### config.mk
export PLATFORM = sky130hd
export DESIGN_NAME = fly_camera_pose_update_unit
export DESIGN_NICKNAME = d
export VERILOG_FILES = /design/src/rtl/fcpu_pkg.sv /design/src/rtl/fly_camera_pose_update_unit.sv
export SDC_FILE = /design/constraint.sdc
export NUM_CORES = 2
export LEC_CHECK = 0
export ABC_AREA = 1
export BUFFER_PORTS_ARGS = -buffer_cell sky130_fd_sc_hd__buf_2
export CAP_MARGIN = 10
export CORE_MARGIN = 2
export CORE_UTILIZATION = 30
export DETAILED_ROUTE_END_ITERATION = 6
export PLACE_DENSITY_LB_ADDON = 0.3
export SETUP_SLACK_MARGIN = 0.2
export SLEW_MARGIN = 20
export SYNTH_ARGS = -nofsm -noshare
export SYNTH_HDL_FRONTEND = slang
export SYNTH_SLANG_ARGS = --single-unit
### constraint.sdc
create_clock -name clk -period 9.3 [get_ports clk]
set_input_delay 0.465 -clock clk [delete_from_list [all_inputs] [get_ports clk]]
set_output_delay 0.465 -clock clk [all_outputs]
set_load 0.01 [all_outputs]
### src/rtl/fcpu_pkg.sv
package fcpu_pkg;

  localparam int POS_W = 32;
  localparam int VEC_W = 16;
  localparam int ANG_W = 16;
  localparam int OP_W  = 4;
  localparam int LIM_W = 15;

  typedef enum logic [OP_W-1:0] {
    OP_SETPOS   = 4'd0,
    OP_MOVE     = 4'd1,
    OP_STRAFE   = 4'd2,
    OP_FLY      = 4'd3,
    OP_ADDYAW   = 4'd4,
    OP_ADDPITCH = 4'd5,
    OP_ADDROLL  = 4'd6,
    OP_SETYAW   = 4'd7,
    OP_SETPITCH = 4'd8,
    OP_SETROLL  = 4'd9
  } op_t;

  localparam int CORDIC_STEPS = 16;
  localparam int FRAC_BITS    = 16;
  localparam int ATAN_ENTRIES = 24;
  localparam int ATAN_IDX_W   = 5;
  localparam int NSTEPS       = (CORDIC_STEPS < ATAN_ENTRIES) ? CORDIC_STEPS : ATAN_ENTRIES;
  localparam int IT_W         = $clog2(NSTEPS);

  // cordic datapath widths
  localparam int CW = FRAC_BITS + 4;
  localparam int ZW = 34;

  localparam longint GAIN_Q30  = 64'h26DD3B6A;
  localparam int     GAIN_SH   = 30 - FRAC_BITS;
  localparam longint CORDIC_X0 = (GAIN_Q30 + (64'sd1 <<< (GAIN_SH - 1))) >>> GAIN_SH;

  // rounding from cordic fraction to q1.14
  localparam int Q14_SH  = FRAC_BITS - 14;
  localparam int Q14_RSH = (Q14_SH > 0) ? Q14_SH : 0;
  localparam int Q14_LSH = (Q14_SH < 0) ? -Q14_SH : 0;
  localparam int Q14_RND = (Q14_SH > 0) ? (1 << (Q14_RSH - 1)) : 0;
  localparam int QW      = CW + Q14_LSH + 1;

  localparam int PROD_W  = POS_W + VEC_W;
  localparam int Q14_ONE = 16384;
  localparam int PROD_RND = 8192;

  localparam logic [LIM_W-1:0] PITCH_LIMIT_RST = LIM_W'(16202);
  localparam logic signed [POS_W-1:0] POS_Z_RST = -32'sd131072;

  function automatic logic [31:0] atan_lookup(input logic [ATAN_IDX_W-1:0] idx);
    logic [31:0] v;
    unique case (idx)
      5'd0:  v = 32'h20000000;
      5'd1:  v = 32'h12E4051E;
      5'd2:  v = 32'h09FB385B;
      5'd3:  v = 32'h051111D4;
      5'd4:  v = 32'h028B0D43;
      5'd5:  v = 32'h0145D7E1;
      5'd6:  v = 32'h00A2F61E;
      5'd7:  v = 32'h00517C55;
      5'd8:  v = 32'h0028BE53;
      5'd9:  v = 32'h00145F2F;
      5'd10: v = 32'h000A2F98;
      5'd11: v = 32'h000517CC;
      5'd12: v = 32'h00028BE6;
      5'd13: v = 32'h000145F3;
      5'd14: v = 32'h0000A2FA;
      5'd15: v = 32'h0000517D;
      5'd16: v = 32'h000028BE;
      5'd17: v = 32'h0000145F;
      5'd18: v = 32'h00000A30;
      5'd19: v = 32'h00000518;
      5'd20: v = 32'h0000028C;
      5'd21: v = 32'h00000146;
      5'd22: v = 32'h000000A3;
      5'd23: v = 32'h00000051;
      default: v = 32'h00000000;
    endcase
    return v;
  endfunction

  function automatic logic signed [VEC_W-1:0] to_q14(input logic signed [CW-1:0] v);
    logic signed [QW-1:0] t;
    t = (QW'(v) + QW'(Q14_RND)) >>> Q14_RSH;
    t = t <<< Q14_LSH;
    if (t > QW'(Q14_ONE)) begin
      t = QW'(Q14_ONE);
    end else if (t < -QW'(Q14_ONE)) begin
      t = -QW'(Q14_ONE);
    end
    return t[VEC_W-1:0];
  endfunction

endpackage

### src/rtl/fly_camera_pose_update_unit.sv
// Fly camera pose unit: holds a Q16.16 position and yaw, pitch and roll binary
// angles, applies one opcode per request, then recomputes the Q1.14 look,
// strafe and up vectors and returns the pose as one result. The next request
// can be taken in the same cycle that the result appears. Three sine-cosine
// pairs go through one shared CORDIC stage (16 iterations plus setup and
// rounding, per angle), and the position and look-vector products share one
// 32x16 multiplier. in_stall is high from acceptance until the result is
// loaded into the output register; the output register frees the core while
// the result waits on out_stall. pitch_limit may only be written while the
// unit is idle.
module fly_camera_pose_update_unit (
  input  logic                                    clk,
  input  logic                                    rst_n,
  input  logic                                    cfg_wr_en,
  input  logic [fcpu_pkg::LIM_W-1:0]              cfg_wr_data,
  input  logic                                    in_valid,
  output logic                                    in_stall,
  input  logic [fcpu_pkg::OP_W-1:0]               in_opcode,
  input  logic signed [fcpu_pkg::POS_W-1:0]       in_step_or_x,
  input  logic signed [fcpu_pkg::POS_W-1:0]       in_new_y,
  input  logic signed [fcpu_pkg::POS_W-1:0]       in_new_z,
  input  logic signed [fcpu_pkg::ANG_W-1:0]       in_angle_in,
  output logic                                    out_valid,
  input  logic                                    out_stall,
  output logic signed [fcpu_pkg::POS_W-1:0]       out_pos_x,
  output logic signed [fcpu_pkg::POS_W-1:0]       out_pos_y,
  output logic signed [fcpu_pkg::POS_W-1:0]       out_pos_z,
  output logic signed [fcpu_pkg::VEC_W-1:0]       out_dir_x,
  output logic signed [fcpu_pkg::VEC_W-1:0]       out_dir_y,
  output logic signed [fcpu_pkg::VEC_W-1:0]       out_dir_z,
  output logic signed [fcpu_pkg::VEC_W-1:0]       out_up_x,
  output logic signed [fcpu_pkg::VEC_W-1:0]       out_up_y
);

  localparam int POS_W  = fcpu_pkg::POS_W;
  localparam int VEC_W  = fcpu_pkg::VEC_W;
  localparam int ANG_W  = fcpu_pkg::ANG_W;
  localparam int LIM_W  = fcpu_pkg::LIM_W;
  localparam int CW     = fcpu_pkg::CW;
  localparam int ZW     = fcpu_pkg::ZW;
  localparam int PROD_W = fcpu_pkg::PROD_W;
  localparam int IT_W   = fcpu_pkg::IT_W;
  localparam int SUM_W  = POS_W + 4;
  localparam int PW     = ANG_W + 2;

  typedef enum logic [3:0] {
    ST_IDLE,
    ST_PMUL,
    ST_PACC,
    ST_CINIT,
    ST_CITER,
    ST_CFIN,
    ST_LMUL,
    ST_LACC,
    ST_OUT
  } state_t;

  state_t state_r, state_nxt;

  logic [LIM_W-1:0]              lim_r, lim_nxt;
  logic [fcpu_pkg::OP_W-1:0]     op_r, op_nxt;
  logic signed [POS_W-1:0]       step_r, step_nxt;
  logic signed [POS_W-1:0]       pos_r [3];
  logic signed [POS_W-1:0]       pos_nxt [3];
  logic [ANG_W-1:0]              ang_r [3];
  logic [ANG_W-1:0]              ang_nxt [3];
  logic signed [VEC_W-1:0]       look_r [3];
  logic signed [VEC_W-1:0]       look_nxt [3];
  logic signed [VEC_W-1:0]       strafe_r [2];
  logic signed [VEC_W-1:0]       strafe_nxt [2];
  logic signed [VEC_W-1:0]       up_r [2];
  logic signed [VEC_W-1:0]       up_nxt [2];
  logic signed [VEC_W-1:0]       cos_r [3];
  logic signed [VEC_W-1:0]       cos_nxt [3];
  logic signed [VEC_W-1:0]       sin_r [3];
  logic signed [VEC_W-1:0]       sin_nxt [3];
  logic [1:0]                    k_r, k_nxt;
  logic [1:0]                    a_r, a_nxt;
  logic [IT_W-1:0]               it_r, it_nxt;
  logic signed [CW-1:0]          x_r, x_nxt;
  logic signed [CW-1:0]          y_r, y_nxt;
  logic signed [ZW-1:0]          z_r, z_nxt;
  logic                          flip_r, flip_nxt;
  logic signed [PROD_W-1:0]      prod_r, prod_nxt;
  logic                          out_valid_r, out_valid_nxt;
  logic signed [POS_W-1:0]       out_pos_r [3];
  logic signed [POS_W-1:0]       out_pos_nxt [3];
  logic signed [VEC_W-1:0]       out_dir_r [3];
  logic signed [VEC_W-1:0]       out_dir_nxt [3];
  logic signed [VEC_W-1:0]       out_up_r [2];
  logic signed [VEC_W-1:0]       out_up_nxt [2];

  always_comb begin
    logic signed [POS_W-1:0]  mul_a;
    logic signed [VEC_W-1:0]  mul_b;
    logic signed [VEC_W-1:0]  pvec;
    logic [1:0]               tgt;
    logic signed [PROD_W-1:0] rnd;
    logic signed [SUM_W-1:0]  sum;
    logic signed [PW-1:0]     pch;
    logic signed [PW-1:0]     lim_s;
    logic [ANG_W-1:0]         ang_sel;
    logic                     flp;
    logic signed [CW-1:0]     dx;
    logic signed [CW-1:0]     dy;
    logic signed [ZW-1:0]     atn;
    logic signed [VEC_W-1:0]  cq;
    logic signed [VEC_W-1:0]  sq;
    logic signed [POS_W:0]    fly_sum;
    logic                     last_p;

    state_nxt     = state_r;
    lim_nxt       = lim_r;
    op_nxt        = op_r;
    step_nxt      = step_r;
    pos_nxt       = pos_r;
    ang_nxt       = ang_r;
    look_nxt      = look_r;
    strafe_nxt    = strafe_r;
    up_nxt        = up_r;
    cos_nxt       = cos_r;
    sin_nxt       = sin_r;
    k_nxt         = k_r;
    a_nxt         = a_r;
    it_nxt        = it_r;
    x_nxt         = x_r;
    y_nxt         = y_r;
    z_nxt         = z_r;
    flip_nxt      = flip_r;
    prod_nxt      = prod_r;
    out_valid_nxt = out_valid_r && out_stall;
    out_pos_nxt   = out_pos_r;
    out_dir_nxt   = out_dir_r;
    out_up_nxt    = out_up_r;

    if (cfg_wr_en) begin
      lim_nxt = cfg_wr_data;
    end

    // shared multiplier operands
    unique case (k_r)
      2'd0:    pvec = (op_r == fcpu_pkg::OP_MOVE) ? look_r[0] : strafe_r[0];
      2'd1:    pvec = (op_r == fcpu_pkg::OP_MOVE) ? look_r[1] : strafe_r[1];
      default: pvec = look_r[2];
    endcase
    if (state_r == ST_LMUL) begin
      mul_a = POS_W'((k_r == 2'd0) ? cos_r[0] : sin_r[0]);
      mul_b = cos_r[1];
    end else begin
      mul_a = step_r;
      mul_b = pvec;
    end
    rnd = prod_r + PROD_W'(fcpu_pkg::PROD_RND);

    tgt = k_r;
    if (op_r == fcpu_pkg::OP_STRAFE && k_r == 2'd1) begin
      tgt = 2'd2;
    end
    last_p = (op_r == fcpu_pkg::OP_MOVE) ? (k_r == 2'd2) : (k_r == 2'd1);

    // position accumulate with saturation
    unique case (tgt)
      2'd0:    sum = SUM_W'(pos_r[0]);
      2'd1:    sum = SUM_W'(pos_r[1]);
      default: sum = SUM_W'(pos_r[2]);
    endcase
    sum = sum + SUM_W'(rnd >>> 14);
    if (sum > SUM_W'(32'sh7FFFFFFF)) begin
      sum = SUM_W'(32'sh7FFFFFFF);
    end else if (sum < SUM_W'(-33'sh80000000)) begin
      sum = SUM_W'(-33'sh80000000);
    end

    fly_sum = (POS_W+1)'(pos_r[1]) + (POS_W+1)'(step_r);
    if (fly_sum[POS_W] != fly_sum[POS_W-1]) begin
      fly_sum = fly_sum[POS_W] ? (POS_W+1)'(-33'sh80000000) : (POS_W+1)'(32'sh7FFFFFFF);
    end

    pch   = PW'(signed'(ang_r[1])) + PW'(signed'(step_r[ANG_W-1:0]));
    lim_s = PW'(lim_r);
    if (pch < -lim_s) begin
      pch = -lim_s;
    end
    if (pch > lim_s) begin
      pch = lim_s;
    end

    // cordic stage
    unique case (a_r)
      2'd0:    ang_sel = ang_r[0];
      2'd1:    ang_sel = ang_r[1];
      default: ang_sel = ang_r[2];
    endcase
    flp = ang_sel[ANG_W-1] ^ ang_sel[ANG_W-2];
    dx  = y_r >>> it_r;
    dy  = x_r >>> it_r;
    atn = ZW'(fcpu_pkg::atan_lookup(fcpu_pkg::ATAN_IDX_W'(it_r)));
    cq  = fcpu_pkg::to_q14(x_r);
    sq  = fcpu_pkg::to_q14(y_r);
    if (flip_r) begin
      cq = -cq;
      sq = -sq;
    end

    prod_nxt = mul_a * mul_b;

    unique case (state_r)
      ST_IDLE: begin
        if (in_valid) begin
          op_nxt   = in_opcode;
          step_nxt = in_step_or_x;
          k_nxt    = 2'd0;
          a_nxt    = 2'd0;
          state_nxt = ST_CINIT;
          unique case (in_opcode)
            fcpu_pkg::OP_SETPOS: begin
              pos_nxt[0] = in_step_or_x;
              pos_nxt[1] = in_new_y;
              pos_nxt[2] = in_new_z;
            end
            fcpu_pkg::OP_MOVE, fcpu_pkg::OP_STRAFE: begin
              state_nxt = ST_PMUL;
            end
            fcpu_pkg::OP_ADDYAW:   ang_nxt[0] = ang_r[0] + in_angle_in;
            fcpu_pkg::OP_ADDROLL:  ang_nxt[2] = ang_r[2] + in_angle_in;
            fcpu_pkg::OP_SETYAW:   ang_nxt[0] = in_angle_in;
            fcpu_pkg::OP_SETPITCH: ang_nxt[1] = in_angle_in;
            fcpu_pkg::OP_SETROLL:  ang_nxt[2] = in_angle_in;
            default: begin
            end
          endcase
          // fly and add pitch need the latched step / angle
          if (in_opcode == fcpu_pkg::OP_FLY || in_opcode == fcpu_pkg::OP_ADDPITCH) begin
            step_nxt = (in_opcode == fcpu_pkg::OP_FLY) ? in_step_or_x : POS_W'(in_angle_in);
            state_nxt = ST_PACC;
          end
        end
      end
      ST_PMUL: begin
        state_nxt = ST_PACC;
      end
      ST_PACC: begin
        if (op_r == fcpu_pkg::OP_FLY) begin
          pos_nxt[1] = fly_sum[POS_W-1:0];
          state_nxt  = ST_CINIT;
        end else if (op_r == fcpu_pkg::OP_ADDPITCH) begin
          ang_nxt[1] = pch[ANG_W-1:0];
          state_nxt  = ST_CINIT;
        end else begin
          unique case (tgt)
            2'd0:    pos_nxt[0] = sum[POS_W-1:0];
            2'd1:    pos_nxt[1] = sum[POS_W-1:0];
            default: pos_nxt[2] = sum[POS_W-1:0];
          endcase
          if (last_p) begin
            state_nxt = ST_CINIT;
          end else begin
            k_nxt     = k_r + 2'd1;
            state_nxt = ST_PMUL;
          end
        end
      end
      ST_CINIT: begin
        x_nxt    = CW'(fcpu_pkg::CORDIC_X0);
        y_nxt    = '0;
        flip_nxt = flp;
        z_nxt    = ZW'(signed'({ang_sel[ANG_W-1] ^ flp, ang_sel[ANG_W-2:0], 16'b0}));
        it_nxt   = '0;
        state_nxt = ST_CITER;
      end
      ST_CITER: begin
        if (!z_r[ZW-1]) begin
          x_nxt = x_r - dx;
          y_nxt = y_r + dy;
          z_nxt = z_r - atn;
        end else begin
          x_nxt = x_r + dx;
          y_nxt = y_r - dy;
          z_nxt = z_r + atn;
        end
        it_nxt = it_r + IT_W'(1);
        if (it_r == IT_W'(fcpu_pkg::NSTEPS - 1)) begin
          state_nxt = ST_CFIN;
        end
      end
      ST_CFIN: begin
        unique case (a_r)
          2'd0:    begin cos_nxt[0] = cq; sin_nxt[0] = sq; end
          2'd1:    begin cos_nxt[1] = cq; sin_nxt[1] = sq; end
          default: begin cos_nxt[2] = cq; sin_nxt[2] = sq; end
        endcase
        if (a_r == 2'd2) begin
          k_nxt     = 2'd0;
          state_nxt = ST_LMUL;
        end else begin
          a_nxt     = a_r + 2'd1;
          state_nxt = ST_CINIT;
        end
      end
      ST_LMUL: begin
        state_nxt = ST_LACC;
      end
      ST_LACC: begin
        if ((rnd >>> 14) > PROD_W'(fcpu_pkg::Q14_ONE)) begin
          cq = VEC_W'(fcpu_pkg::Q14_ONE);
        end else if ((rnd >>> 14) < -PROD_W'(fcpu_pkg::Q14_ONE)) begin
          cq = -VEC_W'(fcpu_pkg::Q14_ONE);
        end else begin
          cq = VEC_W'(rnd >>> 14);
        end
        if (k_r == 2'd0) begin
          look_nxt[0] = cq;
          k_nxt       = 2'd1;
          state_nxt   = ST_LMUL;
        end else begin
          look_nxt[2]   = cq;
          look_nxt[1]   = sin_r[1];
          strafe_nxt[0] = sin_r[0];
          strafe_nxt[1] = -cos_r[0];
          up_nxt[0]     = cos_r[2];
          up_nxt[1]     = sin_r[2];
          state_nxt     = ST_OUT;
        end
      end
      ST_OUT: begin
        if (!out_valid_r || !out_stall) begin
          out_valid_nxt = 1'b1;
          out_pos_nxt   = pos_r;
          out_dir_nxt   = look_r;
          out_up_nxt    = up_r;
          state_nxt     = ST_IDLE;
        end
      end
      default: begin
        state_nxt = ST_IDLE;
      end
    endcase
  end

  always_ff @(posedge clk) begin
    if (!rst_n) begin
      state_r     <= ST_IDLE;
      out_valid_r <= 1'b0;
      lim_r       <= fcpu_pkg::PITCH_LIMIT_RST;
      pos_r[0]    <= '0;
      pos_r[1]    <= '0;
      pos_r[2]    <= fcpu_pkg::POS_Z_RST;
      ang_r[0]    <= '0;
      ang_r[1]    <= '0;
      ang_r[2]    <= '0;
      look_r[0]   <= VEC_W'(fcpu_pkg::Q14_ONE);
      look_r[1]   <= '0;
      look_r[2]   <= '0;
      strafe_r[0] <= '0;
      strafe_r[1] <= -VEC_W'(fcpu_pkg::Q14_ONE);
      up_r[0]     <= VEC_W'(fcpu_pkg::Q14_ONE);
      up_r[1]     <= '0;
      k_r         <= '0;
      a_r         <= '0;
      it_r        <= '0;
    end else begin
      state_r     <= state_nxt;
      out_valid_r <= out_valid_nxt;
      lim_r       <= lim_nxt;
      pos_r       <= pos_nxt;
      ang_r       <= ang_nxt;
      look_r      <= look_nxt;
      strafe_r    <= strafe_nxt;
      up_r        <= up_nxt;
      k_r         <= k_nxt;
      a_r         <= a_nxt;
      it_r        <= it_nxt;
    end
    op_r      <= op_nxt;
    step_r    <= step_nxt;
    cos_r     <= cos_nxt;
    sin_r     <= sin_nxt;
    x_r       <= x_nxt;
    y_r       <= y_nxt;
    z_r       <= z_nxt;
    flip_r    <= flip_nxt;
    prod_r    <= prod_nxt;
    out_pos_r <= out_pos_nxt;
    out_dir_r <= out_dir_nxt;
    out_up_r  <= out_up_nxt;
  end

  assign in_stall  = (state_r != ST_IDLE);
  assign out_valid = out_valid_r;
  assign out_pos_x = out_pos_r[0];
  assign out_pos_y = out_pos_r[1];
  assign out_pos_z = out_pos_r[2];
  assign out_dir_x = out_dir_r[0];
  assign out_dir_y = out_dir_r[1];
  assign out_dir_z = out_dir_r[2];
  assign out_up_x  = out_up_r[0];
  assign out_up_y  = out_up_r[1];

endmodule
==> out/metrics.csv <==
metric,value,unit
cts.sinks,732,
cpMostUsedCell,fa_1,
fill_cells,22500,
stdcell_count,11500,
timing.final.ws_setup,0.751,ns
pre_cts_ws,0.891,ns
fp-row-count,169,
die_y,465,um
wl,245,mm
portBuffers,313,
clk_latency,0.71,ns
regArea,0.0185,mm2
crit_type,reg2reg,
syn_avg_cell_area,7.65,um2
finalCritPeriodShare,0.919,
cts_tree,built,
drcViolationCount,0,
finalHoldViolations,0,
async_flop_share,0,
synth.distinct_cells,75,
worst_slew_pin_slew,1.17,ns
drive_gt1_frac,0.0866,
die_area,0.216,mm2
synthFlopType,edfxtp_1,
fmax,117,MHz
setup_viol_count_final,0,
hold_path.class,in2reg,
pin_count,314,
first_iter_violations,5526,
grt_pass1_vias,57900,
min_period,8.55,ns
drv_cap,0,
vias_per_cell,5.09,
setup_tns,0,ns
cp-end-kind,flip-flop,
yosys_register_bits,732,
synth_edf_count,383,
crit_fanout,25,
rsz0062_at_grt,no,
grt_first_pass_wirelength,367,mm
vias,58300,
yosysTopAreaCell,edfxtp_1,
htreeDepth,3,
cts_buffer_depth,3,
ys_top_cells_by_count,"nand2_1 (1834), inv_1 (1242), nor2_1 (830)",
cts.clk_slew.worst_paths,0.07,ns
synth_warnings,0,
dpl.cell_count,11300,
slew_violations,0,
wl_per_cell,21.4,um
hpwl,196,mm
place.gp.congestion,0.966,
ctsResizeCount,0,
leakagePower,32.6,nW
cp_slowest_cell,fa_1,
status,completed,
grt_max_degree,91,
finClkSkew,0.0352,ns
grt_overflow,0,
multi_input_area,0.0394,mm2
synth_most_common_cell,nand2_1,
start_util,0.301,
clockRootBuffer,clkbuf_16,
synth_top_area_frac,0.180,
ir_drop,0.271,mV
worstSetupStartpointType,flip-flop,
core,0.212,mm2
cts_made_buffers,85,
dr.pass1.iters,6,
synth_cells,8341,
antenna_found_initial,7,
crit_required,9.87,ns
die_w,465,um
track_usage,0.222,
netlist_area,0.0638,mm2
synth_nets,9322,
ys_top_cells_by_area,"edfxtp_1 (18%), fa_1 (15%), dfxtp_1 (11%)",
relSlewSlack,0.209,
final_nets,9550,
ant_nets,0,
area_delta_synth_final,12.3,%
worstPathArrival,9.12,ns
yosysSeqAreaShare,0.290,
cpPeakStageDelay,0.60,ns
p_per_area,360,mW/mm2
-- timing repair --
item                                   in CTS  in global routing
hold buffers                                9                  0
buffers inserted                            0                  0
endpoints found under the hold margin       9                  0
-- cells by family (layout without fill, tap and decap cells) --
| kind of cell | Yosys count | after routing | share of synthesized area |
|---|---|---|---|
| simple gates | 3277 | 3277 | 0.214 |
| compound gates | 1664 | 1664 | 0.142 |
| other cells | 0 | 1 | 0 |
| flops | 732 | 732 | 0.290 |
| buf+inv | 1569 | 1870 | 0.0950 |
| fa+ha+maj | 845 | 845 | 0.224 |
| xor+xnor | 247 | 247 | 0.0344 |
| mux | 7 | 7 | 0.00116 |
-- through the flow --
| stage | total power [mW] | hold WS (ns) | util | area [um2] |
|---|---|---|---|---|
| 2_1_floorplan | 16.3 | 0.403 | - | 63800 |
| 3_3_place_gp | 21.9 | 0.411 | 0.324 | 68600 |
| 3_5_place_dp | 21.9 | 0.410 | 0.324 | 68600 |
| 4_1_cts | 25.7 | 0.00133 | 0.338 | 71700 |
| 5_1_grt | 28.1 | 0.0599 | 0.338 | 71700 |
| 6_report | 25.8 | 0.0480 | 0.338 | 71700 |
-- final timing paths --
path,from,to,slack (ns),depth (start not counted)
worst max-delay path,k_r[0],prod_r[38],0.75,28
worst min-delay path,in_new_z[23],pos_r[23],0.05,5
worst max register to register,k_r[0],prod_r[38],0.75,28
worst min register to register,up_r[0],out_up_y[0],0.42,0
-- metal layers --
| layer | track usage | up-vias | wire length (um) |
|---|---|---|---|
| li1 | - | 27500 | - |
| met1 | 0.304 | 28300 | 109000 |
| met2 | 0.356 | 2149 | 110000 |
| met3 | 0.0287 | 381 | 16000 |
| met4 | 0.0873 | 8 | 10300 |
| met5 | 0 | - | 57 |
-- worst max-delay path, delay by kind of cell, from the launching register on --
family,cells,cell delay (ns)
buf+inv,9,1.80
fa+ha+maj,8,4.11
simple gates,4,0.60
xor+xnor,1,0.13
flops,1,0.33
compound gates,6,1.41
-- state kept, by name, indices dropped and copies added (netlist names), 34 cells and up, named ones only --
register	flops
ang_r	48
cos_r	48
look_r	48
pos_r	96
prod_r	35
sin_r	48
z_r	34
-- area by class of cell --
cell class,count,area share
diodes,1,0.0000349
clock buffers,107,0.0317
clock inverters,53,0.00979
inverters,1292,0.0677
multi-input cells,6040,0.550
flip-flops and latches,732,0.258
well taps,2821,0.0492
repair buffers,418,0.0339
-- cells in the final DEF, fill, tap and decap left out, types with 181 or more instances in the layout --
master    instances
a21oi_1         718
buf_2           312
dfxtp_1         348
edfxtp_1        383
fa_1            493
ha_1            352
inv_1          1237
nand2_1        1832
nand3_1         283
nor2_1          818
o21ai_0         543
xor2_1          181
-- power by group --
part	internal, mW	leakage, nW	switching [mW]
Sequential	3.99	6.25	0.532
Clock	2.11	1.41	1.51
Combinational	5.57	25.0	12.1
Total	11.7	32.6	14.1
(Power assumes the default switching activity.)
